==> config.mk <==
export PLATFORM = sky130hd
export DESIGN_NAME = claw_actuator_sequencer
export DESIGN_NICKNAME = d
export VERILOG_FILES = /design/src/design/cas_pkg.sv /design/src/design/cas_routine.sv /design/src/design/cas_revolver.sv /design/src/design/cas_actuators.sv /design/src/design/claw_actuator_sequencer.sv
export SDC_FILE = /design/constraint.sdc
export NUM_CORES = 1
export LEC_CHECK = 0
export BUFFER_PORTS_ARGS = -buffer_cell sky130_fd_sc_hd__buf_4
export CORE_MARGIN = 2
export CORE_UTILIZATION = 62
export DETAILED_ROUTE_END_ITERATION = 8
export PLACE_DENSITY = 0.81
export RECOVER_POWER = 100
export SYNTH_ARGS = -nofsm -noshare
export SYNTH_HDL_FRONTEND = slang
export SYNTH_SLANG_ARGS = --single-unit
==> constraint.sdc <==
create_clock -name clk -period 8.58 [get_ports clk]
set_input_delay 1.716 -clock clk [delete_from_list [all_inputs] [get_ports clk]]
set_output_delay 1.716 -clock clk [all_outputs]
set_load 0.02 [all_outputs]
==> src/design/cas_pkg.sv <==
// ----------------------------------------------------------------------------
// cas_pkg: shared types and constants of the claw actuator sequencer
// operation codes, routine kinds, register indexes, actuator and revolver
// state records, reset values of the configuration registers
// ----------------------------------------------------------------------------
package cas_pkg;

	// operation codes carried in tuser
	localparam logic [1:0] OP_TICK         = 2'd0;
	localparam logic [1:0] OP_LOAD_ROUTINE = 2'd1;
	localparam logic [1:0] OP_LOAD_REV     = 2'd2;

	// routine kinds
	localparam logic [3:0] RT_LOWER      = 4'd1;
	localparam logic [3:0] RT_EDGE_LOWER = 4'd2;
	localparam logic [3:0] RT_GRIP       = 4'd3;
	localparam logic [3:0] RT_RELEASE    = 4'd4;
	localparam logic [3:0] RT_RAISE      = 4'd5;
	localparam logic [3:0] RT_EDGE_RAISE = 4'd6;

	// configuration register indexes
	localparam logic [2:0] REG_EDGE_DOWN_TIME        = 3'd0;
	localparam logic [2:0] REG_EDGE_DOWN_ROTATE_TIME = 3'd1;
	localparam logic [2:0] REG_EDGE_UP_TIME          = 3'd2;
	localparam logic [2:0] REG_EDGE_UP_ROTATE_TIME   = 3'd3;
	localparam logic [2:0] REG_REVOLVER_DEBOUNCE     = 3'd4;
	localparam logic [2:0] REG_CLAW_SPEED            = 3'd5;
	localparam logic [2:0] REG_REVOLVER_SPEED        = 3'd6;
	localparam logic [2:0] REG_HOLD_MASK             = 3'd7;

	// reset values of the registers that are kept
	localparam logic [15:0] RST_EDGE_DOWN_TIME        = 16'd500;
	localparam logic [15:0] RST_EDGE_DOWN_ROTATE_TIME = 16'd1000;
	localparam logic [15:0] RST_EDGE_UP_TIME          = 16'd300;
	localparam logic [15:0] RST_EDGE_UP_ROTATE_TIME   = 16'd600;
	localparam logic [15:0] RST_REVOLVER_DEBOUNCE     = 16'd250;
	localparam logic [2:0]  RST_HOLD_MASK             = 3'd0;

	// actuator slots
	localparam int ACT_N     = 3;
	localparam int ACT_LIFT  = 0;
	localparam int ACT_ROT   = 1;
	localparam int ACT_CLAMP = 2;

	// drive codes from the routine: bit1 on, bit0 direction
	localparam logic [1:0] DRV_OFF     = 2'b00;
	localparam logic [1:0] DRV_ON_LOW  = 2'b10;
	localparam logic [1:0] DRV_ON_HIGH = 2'b11;

	// one actuator: on, direction, latched high-end and low-end switches
	typedef struct packed {
		logic on;
		logic dir;
		logic hi;
		logic lo;
	} act_t;

	// routine request toward the actuators
	typedef struct packed {
		logic       set;
		logic [1:0] lift;
		logic [1:0] rot;
		logic [1:0] clamp;
	} rt_cmd_t;

	// revolver job status
	typedef struct packed {
		logic       run;
		logic       btn;
		logic       dir;
		logic [3:0] cnt;
	} rv_t;

	// stage timing limits handed to the routine stepper
	typedef struct packed {
		logic [15:0] edge_down_time;
		logic [15:0] edge_down_rotate_time;
		logic [15:0] edge_up_time;
		logic [15:0] edge_up_rotate_time;
	} rt_limits_t;

endpackage

==> src/design/cas_routine.sv <==
// ----------------------------------------------------------------------------
// cas_routine: one step of the staged claw routine
// picks the next stage and the drive codes of lift, rotate and clamp
// ----------------------------------------------------------------------------
module cas_routine (
	input  logic [3:0]           kind,
	input  logic [3:0]           stage,
	input  logic [31:0]          elapsed,
	input  cas_pkg::rt_limits_t  limits,
	input  cas_pkg::act_t        lift,
	input  cas_pkg::act_t        rot,
	input  cas_pkg::act_t        clamp,
	output logic [3:0]           stage_next,
	output cas_pkg::rt_cmd_t     cmd
);
	import cas_pkg::*;

	function automatic rt_cmd_t drive(logic [1:0] l, logic [1:0] r, logic [1:0] c);
		rt_cmd_t v;
		v.set   = 1'b1;
		v.lift  = l;
		v.rot   = r;
		v.clamp = c;
		return v;
	endfunction

	logic over_edt, over_edrt, over_eut, over_eurt;

	assign over_edt  = elapsed > {16'd0, limits.edge_down_time};
	assign over_edrt = elapsed > {16'd0, limits.edge_down_rotate_time};
	assign over_eut  = elapsed > {16'd0, limits.edge_up_time};
	assign over_eurt = elapsed > {16'd0, limits.edge_up_rotate_time};

	always_comb begin
		stage_next = stage;
		cmd        = '0;
		if (stage != 4'd0) begin
			unique case (kind)
				RT_LOWER: begin
					if (lift.lo) begin
						stage_next = stage - 4'd1;
						cmd        = drive(DRV_OFF, DRV_OFF, DRV_OFF);
					end else begin
						cmd = drive(DRV_ON_LOW, DRV_OFF, DRV_OFF);
					end
				end
				RT_EDGE_LOWER: begin
					unique case (stage)
						4'd4: begin
							if (over_edt) stage_next = stage - 4'd1;
							else cmd = drive(DRV_ON_LOW, DRV_OFF, DRV_OFF);
						end
						4'd3: begin
							// reaching inverted early skips the straight rotate stage
							if (over_edrt) stage_next = stage - 4'd1;
							else if (rot.lo) stage_next = stage - 4'd2;
							else cmd = drive(DRV_ON_LOW, DRV_ON_LOW, DRV_OFF);
						end
						4'd2: begin
							if (rot.lo) stage_next = stage - 4'd1;
							else cmd = drive(DRV_OFF, DRV_ON_LOW, DRV_OFF);
						end
						4'd1: begin
							if (lift.lo) begin
								stage_next = stage - 4'd1;
								cmd        = drive(DRV_OFF, DRV_OFF, DRV_OFF);
							end else begin
								cmd = drive(DRV_ON_LOW, DRV_OFF, DRV_OFF);
							end
						end
						default: ;
					endcase
				end
				RT_GRIP: begin
					if (clamp.hi) begin
						stage_next = stage - 4'd1;
						cmd        = drive(DRV_OFF, DRV_OFF, DRV_OFF);
					end else begin
						cmd = drive(DRV_OFF, DRV_OFF, DRV_ON_HIGH);
					end
				end
				RT_RELEASE: begin
					if (clamp.lo) begin
						stage_next = stage - 4'd1;
						cmd        = drive(DRV_OFF, DRV_OFF, DRV_OFF);
					end else begin
						cmd = drive(DRV_OFF, DRV_OFF, DRV_ON_LOW);
					end
				end
				RT_RAISE: begin
					unique case (stage)
						4'd2: begin
							if (rot.hi || lift.hi) stage_next = stage - 4'd1;
							else cmd = drive(DRV_ON_HIGH, DRV_ON_HIGH, DRV_OFF);
						end
						4'd1: begin
							if (lift.hi) begin
								stage_next = stage - 4'd1;
								cmd        = drive(DRV_OFF, DRV_OFF, DRV_OFF);
							end else begin
								cmd = drive(DRV_ON_HIGH, DRV_OFF, DRV_OFF);
							end
						end
						default: ;
					endcase
				end
				RT_EDGE_RAISE: begin
					unique case (stage)
						4'd4: begin
							if (over_eut) stage_next = stage - 4'd1;
							else cmd = drive(DRV_ON_HIGH, DRV_OFF, DRV_OFF);
						end
						4'd3: begin
							if (over_eurt) stage_next = stage - 4'd1;
							else cmd = drive(DRV_ON_HIGH, DRV_ON_HIGH, DRV_OFF);
						end
						4'd2: begin
							if (rot.hi) stage_next = stage - 4'd1;
							else cmd = drive(DRV_OFF, DRV_ON_HIGH, DRV_OFF);
						end
						4'd1: begin
							if (lift.hi) begin
								stage_next = stage - 4'd1;
								cmd        = drive(DRV_OFF, DRV_OFF, DRV_OFF);
							end else begin
								cmd = drive(DRV_ON_HIGH, DRV_OFF, DRV_OFF);
							end
						end
						default: ;
					endcase
				end
				default: ;  // unknown kind stalls
			endcase
		end
	end

endmodule

==> src/design/cas_revolver.sv <==
// ----------------------------------------------------------------------------
// cas_revolver: one step of the revolver job
// runs the motor and counts debounced button presses down to zero
// ----------------------------------------------------------------------------
module cas_revolver (
	input  cas_pkg::rv_t  status,
	input  logic [31:0]   now_ms,
	input  logic [31:0]   last_press,
	input  logic [15:0]   debounce,
	input  logic [1:0]    motor,
	output cas_pkg::rv_t  status_next,
	output logic [31:0]   last_press_next,
	output logic [1:0]    motor_next
);
	import cas_pkg::*;

	logic [31:0] since_press;

	assign since_press = now_ms - last_press;

	always_comb begin
		status_next     = status;
		last_press_next = last_press;
		motor_next      = motor;
		if (status.run) begin
			if (status.cnt != 4'd0) begin
				motor_next = {status.dir, 1'b1};
				if (since_press > {16'd0, debounce} && status.btn) begin
					status_next.cnt = status.cnt - 4'd1;
					last_press_next = now_ms;
				end
			end else begin
				status_next.run = 1'b0;
				motor_next      = 2'b00;
			end
		end
	end

endmodule

==> src/design/cas_actuators.sv <==
// ----------------------------------------------------------------------------
// cas_actuators: end-switch stop and motor output mapping
// stops an actuator at the end switch in its direction, honors the hold mask
// ----------------------------------------------------------------------------
module cas_actuators (
	input  cas_pkg::act_t [cas_pkg::ACT_N-1:0]  act,
	input  logic [cas_pkg::ACT_N-1:0]           hold,
	input  logic [2*cas_pkg::ACT_N-1:0]         motor,
	output logic [cas_pkg::ACT_N-1:0]           on_next,
	output logic [cas_pkg::ACT_N-1:0]           dir_next,
	output logic [2*cas_pkg::ACT_N-1:0]         motor_next
);
	import cas_pkg::*;

	always_comb begin
		for (int i = 0; i < ACT_N; i++) begin
			dir_next[i] = act[i].dir;
			on_next[i]  = act[i].on &&
				!((act[i].dir && act[i].hi) || (!act[i].dir && act[i].lo));
			// slot: bit0 on, bit1 direction, zero when stopped
			if (hold[i]) motor_next[2*i +: 2] = motor[2*i +: 2];
			else motor_next[2*i +: 2] = {on_next[i] & act[i].dir, on_next[i]};
		end
	end

endmodule

==> src/design/claw_actuator_sequencer.sv <==
// ----------------------------------------------------------------------------
// claw_actuator_sequencer: claw routine and revolver motor controller
// one control tick per input beat, one status beat out per tick
// ----------------------------------------------------------------------------
// path: an accepted beat goes into the input register; its result loads into
//   the result register, and turns valid, once that register is free
// throughput: one beat per cycle unless m_tready stalls; the input and
//   result registers let a new beat in while a result still waits on m_tready
// reset: arst_n clears routine, revolver job, actuators and motor outputs and
//   loads the register defaults; no clearing pass, ready as soon as reset ends
// ----------------------------------------------------------------------------
module claw_actuator_sequencer (
	input  logic        clk,
	input  logic        arst_n,
	// slave side
	input  logic        s_tvalid,
	output logic        s_tready,
	// from bit 0: now_ms[31:0], clamp_closed_sw, clamp_open_sw, rot_upright_sw,
	// rot_inverted_sw, lift_top_sw, lift_bottom_sw, revolver_sw, cmd_a[3:0],
	// cmd_b[3:0], one zero pad bit
	input  logic [47:0] s_tdata,
	// from bit 0: operation[1:0]
	input  logic [1:0]  s_tuser,
	// master side
	output logic        m_tvalid,
	input  logic        m_tready,
	// from bit 0: lift_on, lift_dir, rotate_on, rotate_dir, clamp_on, clamp_dir,
	// revolver_on, revolver_dir, routine_kind[3:0], routine_left[3:0],
	// revolver_left[3:0], four zero pad bits
	output logic [23:0] m_tdata,
	// configuration write port
	input  logic        cfg_we,
	input  logic [2:0]  cfg_index,
	input  logic [15:0] cfg_wdata
);
	import cas_pkg::*;

	// configuration
	logic [15:0] edt_q, edrt_q, eut_q, eurt_q, debounce_q;
	logic [2:0]  hold_q;

	// block state
	logic [ACT_N-1:0] on_q, dir_q;
	logic [3:0]       kind_q, stage_q;
	logic [31:0]      start_q;
	rv_t              rv_q;
	logic [31:0]      last_press_q;
	logic [7:0]       motor_q;

	// input register
	logic        valid_s1;
	logic [47:0] data_s1;
	logic [1:0]  op_s1;

	// result register
	logic        valid_s2;
	logic [23:0] data_s2;

	logic advance;

	// beat fields out of the input register
	logic [31:0] now_ms;
	logic [3:0]  cmd_a, cmd_b;

	assign now_ms = data_s1[31:0];
	assign cmd_a  = data_s1[42:39];
	assign cmd_b  = data_s1[46:43];

	// command handling ahead of the tick
	logic [3:0]  kind_ld, stage_ld;
	logic [31:0] start_ld;
	rv_t         rv_ld;

	always_comb begin
		kind_ld  = kind_q;
		stage_ld = stage_q;
		start_ld = start_q;
		rv_ld    = rv_q;
		if (op_s1 == OP_LOAD_ROUTINE) begin
			kind_ld  = cmd_a;
			stage_ld = cmd_b;
			start_ld = now_ms;
		end else if (op_s1 == OP_LOAD_REV) begin
			rv_ld.run = 1'b1;
			rv_ld.dir = cmd_a[0];
			rv_ld.cnt = cmd_b;
		end
		// the button level is latched on every tick
		rv_ld.btn = data_s1[38];
	end

	// actuators with this beat's switch levels latched
	act_t [ACT_N-1:0] act_lat;

	always_comb begin
		for (int i = 0; i < ACT_N; i++) begin
			act_lat[i].on  = on_q[i];
			act_lat[i].dir = dir_q[i];
		end
		act_lat[ACT_CLAMP].hi = data_s1[32];
		act_lat[ACT_CLAMP].lo = data_s1[33];
		act_lat[ACT_ROT].hi   = data_s1[34];
		act_lat[ACT_ROT].lo   = data_s1[35];
		act_lat[ACT_LIFT].hi  = data_s1[36];
		act_lat[ACT_LIFT].lo  = data_s1[37];
	end

	// routine step
	rt_limits_t  limits;
	logic [31:0] elapsed;
	logic [3:0]  stage_nx;
	rt_cmd_t     rt_cmd;

	assign limits.edge_down_time        = edt_q;
	assign limits.edge_down_rotate_time = edrt_q;
	assign limits.edge_up_time          = eut_q;
	assign limits.edge_up_rotate_time   = eurt_q;
	assign elapsed = now_ms - start_ld;

	cas_routine u_routine (
		.kind       (kind_ld),
		.stage      (stage_ld),
		.elapsed    (elapsed),
		.limits     (limits),
		.lift       (act_lat[ACT_LIFT]),
		.rot        (act_lat[ACT_ROT]),
		.clamp      (act_lat[ACT_CLAMP]),
		.stage_next (stage_nx),
		.cmd        (rt_cmd)
	);

	// routine drive codes applied to the actuators
	act_t [ACT_N-1:0] act_drv;

	always_comb begin
		act_drv = act_lat;
		if (rt_cmd.set) begin
			{act_drv[ACT_LIFT].on, act_drv[ACT_LIFT].dir}   = rt_cmd.lift;
			{act_drv[ACT_ROT].on, act_drv[ACT_ROT].dir}     = rt_cmd.rot;
			{act_drv[ACT_CLAMP].on, act_drv[ACT_CLAMP].dir} = rt_cmd.clamp;
		end
	end

	// revolver step
	rv_t         rv_nx;
	logic [31:0] last_press_nx;
	logic [1:0]  rv_motor_nx;

	cas_revolver u_revolver (
		.status          (rv_ld),
		.now_ms          (now_ms),
		.last_press      (last_press_q),
		.debounce        (debounce_q),
		.motor           (motor_q[7:6]),
		.status_next     (rv_nx),
		.last_press_next (last_press_nx),
		.motor_next      (rv_motor_nx)
	);

	// end-switch stop and claw motor slots
	logic [ACT_N-1:0]   on_nx, dir_nx;
	logic [2*ACT_N-1:0] claw_motor_nx;

	cas_actuators u_actuators (
		.act        (act_drv),
		.hold       (hold_q),
		.motor      (motor_q[5:0]),
		.on_next    (on_nx),
		.dir_next   (dir_nx),
		.motor_next (claw_motor_nx)
	);

	// handshake: the input register moves on when the result register frees up
	assign advance  = valid_s1 && (!valid_s2 || m_tready);
	assign s_tready = !valid_s1 || advance;
	assign m_tvalid = valid_s2;
	assign m_tdata  = data_s2;

	always_ff @(posedge clk or negedge arst_n) begin
		if (!arst_n) begin
			valid_s1 <= 1'b0;
			valid_s2 <= 1'b0;
		end else begin
			if (s_tvalid && s_tready) valid_s1 <= 1'b1;
			else if (advance) valid_s1 <= 1'b0;
			if (advance) valid_s2 <= 1'b1;
			else if (m_tready) valid_s2 <= 1'b0;
		end
	end

	// payload registers
	always_ff @(posedge clk) begin
		if (s_tvalid && s_tready) begin
			data_s1 <= s_tdata;
			op_s1   <= s_tuser;
		end
		if (advance) begin
			data_s2 <= {4'd0, rv_nx.cnt, stage_nx, kind_ld, rv_motor_nx, claw_motor_nx};
		end
	end

	// state update, once per tick
	always_ff @(posedge clk or negedge arst_n) begin
		if (!arst_n) begin
			on_q         <= '0;
			dir_q        <= '0;
			kind_q       <= '0;
			stage_q      <= '0;
			start_q      <= '0;
			rv_q         <= '0;
			last_press_q <= '0;
			motor_q      <= '0;
		end else if (advance) begin
			on_q         <= on_nx;
			dir_q        <= dir_nx;
			kind_q       <= kind_ld;
			stage_q      <= stage_nx;
			start_q      <= start_ld;
			rv_q         <= rv_nx;
			last_press_q <= last_press_nx;
			motor_q      <= {rv_motor_nx, claw_motor_nx};
		end
	end

	// configuration registers
	always_ff @(posedge clk or negedge arst_n) begin
		if (!arst_n) begin
			edt_q      <= RST_EDGE_DOWN_TIME;
			edrt_q     <= RST_EDGE_DOWN_ROTATE_TIME;
			eut_q      <= RST_EDGE_UP_TIME;
			eurt_q     <= RST_EDGE_UP_ROTATE_TIME;
			debounce_q <= RST_REVOLVER_DEBOUNCE;
			hold_q     <= RST_HOLD_MASK;
		end else if (cfg_we) begin
			unique case (cfg_index)
				REG_EDGE_DOWN_TIME:        edt_q      <= cfg_wdata;
				REG_EDGE_DOWN_ROTATE_TIME: edrt_q     <= cfg_wdata;
				REG_EDGE_UP_TIME:          eut_q      <= cfg_wdata;
				REG_EDGE_UP_ROTATE_TIME:   eurt_q     <= cfg_wdata;
				REG_REVOLVER_DEBOUNCE:     debounce_q <= cfg_wdata;
				REG_CLAW_SPEED:            ;  // drive level applied downstream
				REG_REVOLVER_SPEED:        ;  // drive level applied downstream
				REG_HOLD_MASK:             hold_q     <= cfg_wdata[2:0];
				default:                   ;
			endcase
		end
	end

	// routine stages only count down unless a routine is loaded
	a_stage_down: assert property (@(posedge clk) disable iff (!arst_n)
		advance && op_s1 != OP_LOAD_ROUTINE |=> stage_q <= $past(stage_q))
		else $error("routine stage count went up without a load");

	// revolver steps only count down unless a job is loaded
	a_rev_down: assert property (@(posedge clk) disable iff (!arst_n)
		advance && op_s1 != OP_LOAD_REV |=> rv_q.cnt <= $past(rv_q.cnt))
		else $error("revolver step count went up without a load");

	// a held lift keeps its motor slot
	a_hold_lift: assert property (@(posedge clk) disable iff (!arst_n)
		advance && hold_q[ACT_LIFT] && !cfg_we |=> motor_q[1:0] == $past(motor_q[1:0]))
		else $error("held lift motor output changed");

	// the input side stalls only when both registers are full and blocked
	a_stall: assert property (@(posedge clk) disable iff (!arst_n)
		!s_tready |-> valid_s1 && valid_s2 && !m_tready)
		else $error("input stalled with room in the pipeline");

endmodule
* After elaboration in Yosys (flattened, before gate mapping)
Index checks and enable logic that the tools add are counted.
Word-level totals: bits in latches 0, memory bits (writable) 0, logic and storage cells 147, memories kept 0, bits in read-only memories 0, bits in registers 246
Cells by class: add/sub/neg operators 5, reductions and logical operators 38, eq/ne operators 17, multiplexer cells 58, $mul 0, div/mod/pow operators 0, shift-type cells 0, bitwise gates (word level) 3, magnitude comparators 5
Operators by type and width (count):
- 32-bit by 16-bit > comparator with 1-bit output | 5
- 4-bit two-way mux | 18
- 32-bit subtractor | 2
- 7-bit two-way mux | 9
- 7-bit case mux with 4 select lines | 2
- 7-bit case mux with 6 select lines | 1
- 32-bit two-way mux | 1
- 4-bit case mux with 4 select lines | 2
- 4-bit case mux with 6 select lines | 1
- 2-bit two-way mux | 10
- 4-bit by 2-bit equality test with 1-bit output, second input constant | 4
- 4-bit by 3-bit equality test with 1-bit output, second input constant | 4
- 7-bit case mux with 2 select lines | 1
- 1-bit logical AND | 12
- 6-bit two-way mux | 2
- 2-bit AND reduction | 6
- 5-bit two-way mux | 2
- 4-bit by 1-bit equality test with 1-bit output, second input constant | 2
- 1-bit zero test | 8
- 1-bit two-way mux | 8
- 4-bit case mux with 2 select lines | 1
- 4-bit nonzero test | 2
- 4-bit by 1-bit subtractor with 4-bit output, second input constant | 2
- 3-bit by 2-bit equality test with 1-bit output, second input constant | 2
- 10 further kinds | 19

* Depth between registers and ports, before layout
depth in word-level cells 16, mapped depth 31, gate-level depth less buffers 27

* By module
From an unflattened synthesis, not the netlist that was laid out.
Second synthesis, totals: cell total of the unflattened synthesis 1867, area, all modules 17366.7 µm²
Modules (own cells, without submodules):
- claw_actuator_sequencer | sequential area each 6533.8 µm², times used 1, area an instance 11252.0 µm², cells an instance 997
- cas_revolver | sequential area each 0.0 µm², times used 1, area an instance 3160.5 µm², cells an instance 441
- cas_routine | sequential area each 0.0 µm², times used 1, area an instance 2781.4 µm², cells an instance 408
- cas_actuators | sequential area each 0.0 µm², times used 1, area an instance 172.7 µm², cells an instance 21

* Worst setup path before layout
Ideal clock, no wire load.
path kind reg-to-reg, start point register op_s1[1], end point register data_s2[0] (netlist: m_tdata[0]), data pin, data required time 8.320 ns, clock period less this slack 6.410 ns, path slack 2.170 ns, setup time 0.260 ns, stages on the path, launching flop included 28, data arrival time 6.150 ns, buffers on the path 6, path through edfxtp_1 > nor2b_1 > buf_6 > buf_2 > buf_2 > clkbuf_1 > clkbuf_1 > mux2i_1 > ha_1 > clkbuf_1 > and2_1 > o211ai_1 > nor4b_1 > nor3_1 > o21ai_0 > xor2_1 > ha_1 > nand4_1 > or2_2 > or2_2 > o221ai_1 > o22ai_1 > a211oi_1 > a21oi_1 > nand2_4 > a21oi_1 > a32o_1 > mux2_2
On the way: longest elaborated chain between the ends 15, elaborated cells between the ends (all ways) 37, those cells by class add/sub (1); order compare (4); eq/ne (11); mux (14); reduce/logical (7)
RTL lines:
- from (decl) | RTL line claw_actuator_sequencer.sv:53 | logic [1:0] op_s1;
- from (signal assigned) | RTL line claw_actuator_sequencer.sv:195 | op_s1 <= s_tuser;
- 2-bit by 1-bit equality test with 1-bit output * | RTL line claw_actuator_sequencer.sv:79 | if (op_s1 == OP_LOAD_ROUTINE) begin
- 32-bit two-way mux | RTL line claw_actuator_sequencer.sv:79
- 32-bit subtractor | RTL line claw_actuator_sequencer.sv:118 | assign elapsed = now_ms - start_ld;
- 32-bit by 16-bit > comparator with 1-bit output (on tied branches)
- 7-bit two-way mux (on tied branches)
- 7-bit case mux with 4 select lines (on tied branches) | RTL line cas_routine.sv:108, cas_routine.sv:48
- 7-bit case mux with 6 select lines | RTL line cas_routine.sv:38 | unique case (kind)
- 7-bit two-way mux * | RTL line cas_routine.sv:37 | if (stage != 4'd0) begin
- 2-bit two-way mux * | RTL line claw_actuator_sequencer.sv:137 | if (rt_cmd.set) begin
- 1-bit zero test | RTL line cas_actuators.sv:19 | !((act[i].dir && act[i].hi) || (!act[i].dir && act[i].lo));
- 1-bit logical AND | RTL line cas_actuators.sv:19
- 1-bit logical OR | RTL line cas_actuators.sv:19
- 1-bit zero test | RTL line cas_actuators.sv:19
- 1-bit logical AND * | RTL line cas_actuators.sv:18 | on_next[i] = act[i].on &&
- 2-bit two-way mux * | RTL line cas_actuators.sv:21 | if (hold[i]) motor_next[2*i +: 2] = motor[2*i +: 2];
- via claw_motor_nx[0] | RTL line claw_actuator_sequencer.sv:162 | logic [2*ACT_N-1:0] claw_motor_nx;
- to (signal assigned) | RTL line claw_actuator_sequencer.sv:198 | data_s2 <= {4'd0, rv_nx.cnt, stage_nx, kind_ld, rv_motor_nx, claw_motor_nx};
- to (decl) | RTL line claw_actuator_sequencer.sv:57 | logic [23:0] data_s2;
The timed path passes the listed nets; every way through them passes the cells marked *. A chain may end at the register's enable or synchronous reset.

* Final worst setup path
start point register op_s1[0], end point register data_s2[2] (netlist: m_tdata[2]), data pin
Same word-level chain as after synthesis.

==> results_dict.tcl <==
set metrics [dict create \
    synth_area_per_cell_um2 9.441 \
    drive_above_1_share_pct 14.00 \
    grt_util_all_layers_pct 30.76 \
    cap_violations 6 \
    diodes 0 \
    path_class "register to register" \
    outcome "finished with violations" \
    cts_tree "yes" \
    io_buffers 94 \
    r2r-start "op_s1[0]" \
    setup_tns_ns 0 \
    die_area_mm2 0.02858 \
    drt_wl_total_um 43510 \
    ir_worst_vdd_mv 0.2359 \
    rsz0062_at_grt "false" \
    seqCellArea_mm2 0.006534 \
    synthAdderAreaFrac_pct 11.07 \
    place_hpwl_um 32770 \
    drtAntennaViolNets 0 \
    hold_end "last_press_q[8]" \
    hold_start "last_press_q[8]" \
    crit_buf_inv 0 \
    hold_viol 0 \
    tightest_slew_ns 4.005 \
    synth-async-reset-ratio_pct 71.95 \
    synth_seq_cells 246 \
    holdBufCountCts 0 \
    dominantRegCellSynth "dfrtp_1" \
    synthTopCellsByArea "dfrtp_1 22%, edfxtp_1 12%, ha_1 10%, mux2_2 6.0%, o21ai_0 4.1%" \
    synth.area.mux_share_pct 8.371 \
    first_iter_violations 1146 \
    drt_first_pass_iters 8 \
    die_h_um 169.1 \
    p_leak_nw 8.205 \
    postCtsSetupRepairBufs 0 \
    critical-path-max-stage-delay_ns 0.66 \
    grt_max_degree 67 \
    grt_pass1_wl_um 70600 \
    finalCritPeriodShare_pct 84.70 \
    clock_sinks 246 \
    yosysUniqueCellTypes 97 \
    clockBufferDepth 3 \
    violations "capacitance limit, slew limit" \
    antenna_found_initial 0 \
    arrival_ns 7.67 \
    seq_area_frac_synth_pct 38.68 \
    drc 0 \
    required_ns 8.98 \
    synth.cell_area_mm2 0.01689 \
    clk_latency_ns 0.54 \
    max_freq_mhz 137.6 \
    floorplan.initialDensity_pct 62.84 \
    clk_pin_slew_ns 0.06 \
    ios 100 \
    area_growth_pct 10.39 \
    finalSetupViolCount 0 \
    syn_inst 1789 \
    cts_root_buf "clkbuf_16" \
    skew_ns 0.01320 \
    n_fill_cell 2120 \
    min_path_cells 2 \
    yosysWarnings 0 \
    synth_top_area_share_pct 22.37 \
    final_nets 2079 \
    post-route-min-period_ns 7.267 \
    synth_compound_area_share_pct 19.68 \
    core_area_mm2 0.02688 \
    place_ws_ns 1.880 \
    cts.repair.resized 0 \
    cts_htree_levels 1 \
    maxSlewHeadroom_pct -167.0 \
    ff2ff_setup_slack_ns 1.31 \
    yosys.area_share.simple_pct 14.47 \
    slew_violations 282 \
    grt_pass1_vias 13840 \
    cp_slowest_cell "nor2b_4" \
    hold_class "register to register" \
    synthXorXnorAreaFrac_pct 2.741 \
    synth_top_family_by_area "compound AO/OA/AOI/OAI gates" \
    wl_per_cell_um 19.54 \
    rr_endpoint "m_tdata[2]" \
    critical-path-top-delay-family "simple AND/OR/NAND/NOR gates" \
    power_density_mw_per_mm2 309.4 \
    reg2regPathDepth 21 \
    fin_ws_ns 1.313 \
    end_kind "register" \
    rows 60 \
    numCtsBuffers 27 \
    startpoint_type "register" \
    dieWidth_um 169.1 \
    synth_top_cell_by_area "dfrtp_1" \
    worstPathCellList "nor2b_4 > mux2i_1 > ha_1 > and2_0 > o211ai_1 > nor4b_1 > nor3_1 > o21ai_0 > xor2_1 > ha_1 > nand4_1 > or2_2 > or2_2 > o221ai_1 > o22ai_1 > a211oi_1 > a21oi_1 > nand2_1 > mux2_1 > o22ai_1 > mux2_2" \
    synth_edf_count 69 \
    cp_max_fo 17 \
    vias_per_cell 6.271 \
    multiInputGateArea_mm2 0.009513 \
    overflow 0 \
    place_congestion 0.9359 \
    cp.depth 21 \
    vias 13970 \
]
==> per-stage QoR <==
| stage | utilization [%] | hold slack, ns | power [mW] | std cells | instance area [um2] |
|---|---|---|---|---|---|
| floorplan | - | 0.4469 | 3.781 | 1792 | 16900 |
| global placement | 66.58 | 0.4621 | 4.417 | 2177 | 17890 |
| detailed placement | 66.58 | 0.4712 | 4.529 | 2177 | 17890 |
| CTS | 70.04 | 0.4844 | 5.765 | 2227 | 18820 |
| global route | 69.38 | 0.5126 | 6.205 | 2227 | 18650 |
| finish | 69.38 | 0.4798 | 5.769 | 2227 | 18650 |
==> cells in the final DEF (no fill, tap or decap), types with 11 or more instances in the layout <==
master     count
dfstp_2       26
o21ai_0      140
clkbuf_1      41
a21oi_1       98
nand4_1       27
maj3_1        11
dfrtp_1      151
o31ai_1       13
clkbuf_4      50
nand3_1       35
a31oi_1       16
a21o_1        59
clkbuf_16     29
a211oi_1      12
edfxtp_1      69
nand2_1      181
nor2_1        86
nor3_1        39
mux2i_1       37
xor2_1        21
buf_4         23
ha_1         139
o22ai_1       13
o211ai_1      12
nor4_1        12
nand2b_1      28
o21a_1        12
mux2_2        90
xnor2_1       30
nor2b_1       27
inv_1        150
==> cell type report <==
type	instances	share of cell area [%]
clock buffer	37	4.161
inverter	150	3.020
timing repair buffer	108	3.644
multi-input combinational	1332	51.02
clock inverter	13	0.8254
tap	341	2.288
sequential	246	35.04
==> sequential cells by signal (all words and copies together) (netlist names) <==
register      flops
eut_q            16
motor_q           8
m_tdata          20
kind_q            4
data_s1          47
start_q          32
valid_s1          1
edrt_q           16
eurt_q           16
op_s1             2
hold_q            3
m_tvalid          1
on_q              3
stage_q           4
dir_q             3
last_press_q     32
edt_q            16
debounce_q       16
rv_q              6
==> logic make-up after synthesis <==
family | count (synthesis)
AOI/OAI and AO/OA | 496
DFF | 246
buffers and inverters | 214
adders and majority gates | 151
muxes | 129
other | 1
and+or+nand+nor | 500
xor gates and xnor gates | 52
==> where the power goes <==
part | leakage, nW | internal [mW] | switching, mW
Clock | 0.453 | 0.725 | 0.479
Combinational | 4.97 | 1.18 | 1.72
Sequential | 2.78 | 1.50 | 0.157
==> worst reg2reg max path, stage by stage (launching register included) <==
cell and delay (ns):
edfxtp_1 0.54, nor2b_4 0.66, mux2i_1 0.22, ha_1 0.47, and2_0 0.23, o211ai_1 0.13, nor4b_1 0.43, nor3_1 0.16
o21ai_0 0.13, xor2_1 0.49, ha_1 0.25, nand4_1 0.08, or2_2 0.31, or2_2 0.31, o221ai_1 0.54, o22ai_1 0.18
a211oi_1 0.52, a21oi_1 0.21, nand2_1 0.29, mux2_1 0.41, o22ai_1 0.35, mux2_2 0.24
==> synthesized netlist by cell type, types with 9 or more instances <==
library cell and n:
dfrtp_1 151, inv_1 150, xnor2_1 30, nor4_1 11, o22ai_1 12, ha_1 139, o31ai_1 12, xor2_1 21
o21ai_0 140, clkbuf_1 43, mux2i_1 37, o21bai_1 10, a21o_1 59, nor3_1 40, buf_2 11, a211oi_1 12
mux2_2 90, a31oi_1 16, o211ai_1 12, nand3_1 35, o21a_1 12, nand2_1 180, a21oi_1 98, nand2b_1 28
nor2_1 86, dfstp_2 26, nand4_1 27, maj3_1 11, edfxtp_1 69, or3_1 9, nor2b_1 28
==> metal layers <==
metal	GRT usage [%]	up-vias	wire length, um	part of all wire, %
met5	0	-	0	0
met4	11.93	0	1666	3.8
met3	3.414	105	2723	6.3
met2	50.89	451	20410	47
met1	41.84	6722	18710	43
li1	-	6688	-	-
==> how the worst max path moves through the flow <==
stage / from / to / slack [ns]
3_3_place_gp: op_s1[0] / m_tdata[0] / 2.12
6_report: op_s1[0] / m_tdata[2] / 1.31
2_1_floorplan: op_s1[1] / m_tdata[0] / 2.17
4_1_cts: op_s1[0] / m_tdata[2] / 1.74
3_5_place_dp: op_s1[0] / m_tdata[2] / 1.88
5_1_grt: arst_n / hold_q[1] / 0.77
(Power assumes the default switching activity.)
